===== src/rtl/bbeq_pkg.sv =====
package bbeq_pkg;

    localparam int BTN_W      = 32;
    localparam int IN_TDATA_W = 32;
    localparam int OUT_TDATA_W = 200;
    localparam int CFG_IDX_W  = 4;
    localparam int CFG_DATA_W = 34;
    localparam int DEB_W      = 16;

    // input tuser codes
    localparam logic ACT_TICK   = 1'b0;
    localparam logic ACT_RESYNC = 1'b1;

    // configuration register indexes
    localparam logic [CFG_IDX_W-1:0] REG_DEBOUNCE_TICKS    = 4'd0;
    localparam logic [CFG_IDX_W-1:0] REG_INVERSE_MASK      = 4'd1;
    localparam logic [CFG_IDX_W-1:0] REG_EXCLUSIVE_LATCH   = 4'd2;
    localparam logic [CFG_IDX_W-1:0] REG_LONG_PRESS_TICKS  = 4'd3;
    localparam logic [CFG_IDX_W-1:0] REG_LONG_PRESS_ENABLE = 4'd4;
    localparam logic [CFG_IDX_W-1:0] REG_REPEAT_TICKS      = 4'd5;
    localparam logic [CFG_IDX_W-1:0] REG_REPEAT_ENABLE     = 4'd6;
    localparam logic [CFG_IDX_W-1:0] REG_COMBINE_WORD      = 4'd7;

    localparam logic [DEB_W-1:0] DEBOUNCE_RESET = 16'd50;

    // shared timing control for the per-button hold cells
    typedef struct packed {
        logic             take;       // an item is processed this cycle
        logic             active;     // tick is not bouncing
        logic [BTN_W-1:0] now;
        logic [BTN_W-1:0] long_ticks;
        logic [BTN_W-1:0] rep_ticks;
    } t_hold_ctl;

    // keep only the highest set bit
    function automatic logic [BTN_W-1:0] highest_onehot(input logic [BTN_W-1:0] x);
        logic [BTN_W-1:0] rev;
        logic [BTN_W-1:0] low;
        logic [BTN_W-1:0] res;
        for (int i = 0; i < BTN_W; i++) begin
            rev[i] = x[BTN_W-1-i];
        end
        low = rev & (~rev + {{(BTN_W-1){1'b0}}, 1'b1});
        for (int i = 0; i < BTN_W; i++) begin
            res[i] = low[BTN_W-1-i];
        end
        return res;
    endfunction

endpackage


===== src/rtl/bbeq_button.sv =====
module bbeq_button (
    input  logic                  i_clk,
    input  logic                  i_rst_n,
    input  bbeq_pkg::t_hold_ctl   i_ctl,
    input  logic                  i_press,
    input  logic                  i_held,
    input  logic                  i_lp_en,
    input  logic                  i_rp_en,
    output logic                  o_long,
    output logic                  o_rep
);
    import bbeq_pkg::*;

    logic [BTN_W-1:0] r_press_stamp;
    logic [BTN_W-1:0] r_repeat_stamp;
    logic             r_long_fired;

    logic [BTN_W-1:0] press_eff;
    logic [BTN_W-1:0] repeat_eff;
    logic             fired_eff;
    logic [BTN_W-1:0] press_age;
    logic [BTN_W-1:0] repeat_age;

    // a fresh press restarts both timers this tick
    always_comb begin
        press_eff  = i_press ? i_ctl.now : r_press_stamp;
        repeat_eff = i_press ? i_ctl.now : r_repeat_stamp;
        fired_eff  = i_press ? 1'b0 : r_long_fired;
        press_age  = i_ctl.now - press_eff;
        repeat_age = i_ctl.now - repeat_eff;
        o_long = i_ctl.active && i_held && i_lp_en && !fired_eff
                 && (press_age >= i_ctl.long_ticks);
        o_rep  = i_ctl.active && i_held && i_rp_en && (repeat_age >= i_ctl.rep_ticks);
    end

    always_ff @(posedge i_clk) begin
        if (!i_rst_n) begin
            r_press_stamp  <= '0;
            r_repeat_stamp <= '0;
            r_long_fired   <= 1'b0;
        end else if (i_ctl.take && i_ctl.active) begin
            r_press_stamp  <= press_eff;
            r_repeat_stamp <= o_rep ? i_ctl.now : repeat_eff;
            r_long_fired   <= fired_eff | o_long;
        end
    end

endmodule

===== config.mk =====
export PLATFORM = sky130hd
export DESIGN_NAME = bbeq_button
export DESIGN_NICKNAME = d
export VERILOG_FILES = /design/src/rtl/bbeq_pkg.sv /design/src/rtl/bbeq_button.sv
export SDC_FILE = /design/constraint.sdc
export NUM_CORES = 1
export LEC_CHECK = 0
export ABC_AREA = 1
export BUFFER_PORTS_ARGS = -buffer_cell sky130_fd_sc_hd__buf_2
export CORE_ASPECT_RATIO = 1.25
export CORE_UTILIZATION = 45
export CTS_CLUSTER_DIAMETER = 60
export DETAILED_ROUTE_END_ITERATION = 10
export SLEW_MARGIN = 5
export SYNTH_ARGS = -nofsm -noshare
export SYNTH_HDL_FRONTEND = slang
export SYNTH_SLANG_ARGS = --single-unit

===== constraint.sdc =====
create_clock -name i_clk -period 5.8 [get_ports i_clk]
set_clock_uncertainty 0.1 [all_clocks]
set_input_delay 0.58 -clock i_clk [delete_from_list [all_inputs] [get_ports i_clk]]
set_output_delay 0.58 -clock i_clk [all_outputs]
set_load 0.01 [all_outputs]

**Word level (Yosys, flattened, before mapping)**

Cells that the tools add are included.

- Flip-flop bits (word level): 65

- Mux-type cells: 4
- Add/subtract/negate cells: 2
- Magnitude comparators: 2
- Reductions and logical operators: 8
- Bitwise gates (word level): 1

Operators with widths:

| operator | count |
|---|---|
| 2-to-1 mux 32 bit | 3 |
| greater-or-equal comparator 32 bit | 2 |
| subtractor 32 bit | 2 |
| logical AND 1 bit | 7 |
| logical NOT 1 bit | 1 |
| 2-to-1 mux 1 bit | 1 |
| OR 1 bit | 1 |

**Logic depth before layout (Yosys ltp)**

- Word-level depth: 5
- Gate-level depth with buffers: 29

**Worst setup path after synthesis**

Ideal clock, no wire load.

- Path kind: in2out
- Start point: in i_press
- End point: out o_long
- Data required time: 5.120 ns
- Cell stages on the path: 24
- Slack: 1.310 ns
- Data arrival time: 3.810 ns
- Cell sequence: clkbuf_1 > inv_1 > buf_2 > clkbuf_1 > a21oi_1 > ha_1 > a21oi_1 > a21boi_1 > o21ai_2 > nand2_1 > nand2_1 > nand3_1 > nand2_1 > xnor2_1 > inv_1 > ha_1 > nand2_1 > nor2_1 > nand4_1 > nor4_1 > nand3_1 > nand3_1 > nand2_1 > inv_1

- Word-level cells in the longest chain between the ends: 4
- Elaborated cells between the ends (all ways): 7
- Those cells by class: 1 x add/sub; 1 x order compare; 2 x mux; 3 x reduce/logical

Ends and longest elaborated chain:

| element | line | text |
|---|---|---|
| from (decl) | bbeq_button.sv:5 | `input logic i_press,` |
| 2-to-1 mux 32 bit or 2-to-1 mux 1 bit (tied branches) | bbeq_button.sv:26, bbeq_button.sv:28 |  |
| subtractor 32 bit or logical NOT 1 bit (tied branches) | bbeq_button.sv:29, bbeq_button.sv:31 |  |
| greater-or-equal comparator 32 bit or logical AND 1 bit (tied branches) | bbeq_button.sv:32, bbeq_button.sv:31 |  |
| logical AND 1 bit (*) | bbeq_button.sv:32 | `&& (press_age >= i_ctl.long_ticks);` |
| to (decl) | bbeq_button.sv:9 | `output logic o_long,` |

Mark *: on every way between the ends. The rest lies on a longest branch, timed or not.

**Final worst setup path**

- Start point: in i_press
- End point: out o_long

- Word-level cells in the longest chain between the ends: 4
- Elaborated cells between the ends (all ways): 7
- Those cells by class: 1 x add/sub; 1 x order compare; 2 x mux; 3 x reduce/logical

Ends and longest elaborated chain:

| element | line | text |
|---|---|---|
| 2-to-1 mux 32 bit | bbeq_button.sv:26 | `press_eff = i_press ? i_ctl.now : r_press_stamp;` |
| net press_eff[0] | bbeq_button.sv:18 | `logic [BTN_W-1:0] press_eff;` |
| subtractor 32 bit | bbeq_button.sv:29 | `press_age = i_ctl.now - press_eff;` |
| greater-or-equal comparator 32 bit | bbeq_button.sv:32 |  |
| logical AND 1 bit | bbeq_button.sv:32 |  |

The timed path passes the listed nets, and every way through them passes these cells.

==> results.yml <==
pwr:
  p_clk_frac: 0.260
  internal-power_mw: 1.18
  switchingPower_uw: 810
  combPwrFrac: 0.497
  sw_frac_of_total: 0.407
  power.leakage_nw: 4.90
  total_power_mw: 1.99
  p_per_area_nw_per_um2: 214
  pwr-share-seq: 0.243
  worst_ir_drop_vdd_mv: 0.137
floorplanning:
  chipHeight_um: 154
  coreArea_sq_um: 18100
  die_w_um: 124
  pin_count: 106
  initial_core_util: 0.459
  fp-row-count: 55
  die_area_sq_um: 19000
final_layout:
  post-route-util: 0.513
  nets: 1644
  syn_to_final_growth_pct: 11.7
  layoutNonFillerInstCount: 1642
  drive_gt1_frac: 0.0997
  n_antenna_cell: 0
  fillCellCount: 1939
critical_path:
  crit_fanout: 33
  crit_path_frequent_cell: "nand2_1"
  path_class: "input pin to primary output"
  max_stage_delay_ps: 400
  worstPathRequired_ps: 5120
  cp-start-kind: "input pin"
  slowest_stage: "fa_1"
  critPathTopFamily: "simple AND/OR/NAND/NOR gates"
  cp.buffers_inverters: 5
  crit-reg2reg-launch: "r_repeat_stamp[0]"
  cp-end-kind: "primary output"
  crit_path_start: "i_press"
  crit_arrival_ps: 4500
drt:
  wl_per_cell_um: 13.5
  vias: 8515
  drtIter0Drc: 559
  wl_um: 22200
  via_per_inst: 5.19
  drtPass1Iterations: 5
  drtAntennaViolNets: 0
  drc: 0
run:
  maxCapViolations: 0
global_routing:
  grtUsageTotal: 0.237
  antenna_found_initial: 0
  grt_max_degree: 67
  grt_remaining_overflow: 0
  grt_pass1_vias: 7777
  grt_pass1_wl_um: 36500
placement:
  dp_hpwl_um: 17900
  gp_congestion: 0.872
  dp_cells: 1627
  port_buffers: 105
sta:
  setup-violations-final: 0
  maxSlewViolCount: 0
  rsz0062_at_grt: "no"
  worstMarginPinSlew_ps: 1140
  timing.fmax_ghz: 0.193
  final.setup.tns_ps: 0
  whs_ps: 355
  final_hold_viol_count: 0
  min_period_ps: 5180
  finalCritPeriodShare: 0.892
  slew_headroom: 0.237
yosys:
  synth_area_leaders: "ha_1, dfxtp_1, a21oi_1, nand2_1, inv_1"
  synth_common_cells: "nand2_1, a21oi_1, inv_1"
  synth_flop_cell: "dfxtp_1"
  async_reset_ff_frac: 0
  netlist_area_sq_um: 8310
  ys_warn_count: 0
  synth_top_area_share: 0.193
  synth.most_common_cell: "nand2_1"
  synth_cells: 1328
  synth_enable_flop_cells: 0
  ys_types: 38
  syn_nets: 1562
  ys_seq_area_frac: 0.157
  avgSynthCellArea_sq_um: 6.26
  ys_ff_latch: 65
  synth_area_leader_cell: "ha_1"
clocking:
  cts_setup_buffers: 0
  cts-htree-levels: 3
  worstSkewPairLatency_ps: 330
  cts.sinks: 65
  clk_path_buf_depth: 2
  cts_resized: 0
  cts_tree: "built"
  path_clk_slew_ps: 50
  cts_hold_buf: 0
  cts_buffers: 9
  cts-root-buf: "clkbuf_16"
min_path:
  hold_start: "r_press_stamp[0]"
  hold_class: "flip-flop to flip-flop"
outcome:
  status: "finished clean"
==> flip-flops by register name, indices dropped and copies added (netlist names) <==
| register | count |
|---|---|
| r_press_stamp | 32 |
| r_repeat_stamp | 32 |
| r_long_fired | 1 |
==> stage by stage <==
stage | worst slack [ps] | area, sq um
after global routing | 156 | 9280
after floorplan | 1310 | 8310
final | 624 | 9280
after CTS | 526 | 9280
after detailed placement | 532 | 9000
after global placement | 660 | 9000
==> kinds of logic after synthesis <==
kind of cell    Yosys count  share of synthesized area
compound gates          346                      0.226
xor+xnor                 60                     0.0632
fa+ha+maj               130                      0.198
buf+inv                 252                      0.117
flops                    65                      0.157
simple gates            475                      0.240
==> final timing paths <==
| kind | depth (start not counted) | to | slack [ps] |
|---|---|---|---|
| worst max-delay path | 26 | o_long | 620 |
| worst min-delay path | 2 | r_press_stamp[0] | 360 |
| worst max register to register | 26 | r_repeat_stamp[22] | 1670 |
| worst min register to register | 2 | r_press_stamp[0] | 360 |
==> power by group through the flow <==
stage / clock, mW / sequential (mW) / combinational, mW
floorplan: 0 / 0.489 / 0.749
global placement: 0 / 0.491 / 0.983
detailed placement: 0 / 0.491 / 0.990
CTS: 0.529 / 0.482 / 0.996
global route: 0.543 / 0.485 / 1.14
finish: 0.518 / 0.483 / 0.989
==> layout by cell type, fill, tap and decap left out, drive strengths merged, types with 38 or more instances in the layout <==
master	netlist	routed
buf	12	112
xor2	38	38
inv	210	209
o21ai	75	75
dfxtp	65	65
nor2	79	79
a21oi	225	225
ha	128	128
nand2	264	264
nand3	104	104
==> cell type report <==
type                    instances  area [sq um]  share of cell area
multi-input cells            1011          6040               0.650
flip-flops and latches         65          1300               0.140
inverters                     211           792              0.0853
repair buffers                112           591              0.0636
well taps                     228           285              0.0307
clock buffers                  11           233              0.0251
clock inverters                 4          45.0             0.00485
==> metal layers <==
metal  wire length [um]  global-route usage
met5                  0                   0
met4                265              0.0528
met1              10900               0.327
met3                680              0.0178
met2              10300               0.397
==> worst register-to-register path: stages (launching register included) <==
cell and delay (ps):
dfxtp_1 330, nand2_1 60, nand2_1 100, ha_1 140, inv_1 60, fa_1 410
nand3_1 100, nand2_1 100, nand3_1 80, nand2_1 140, nand3_1 110, nand3_1 190
nand2_1 110, nand3_1 80, xor2_1 160, ha_1 280, nand2_1 60, nor2_1 150
nand4_1 120, a21oi_1 140, nor2_1 90, nand2_4 200, nand2_4 150, buf_4 260
nand2_1 90, nand3_1 60, a21oi_1 160
Power figures use the tool's default switching activity.
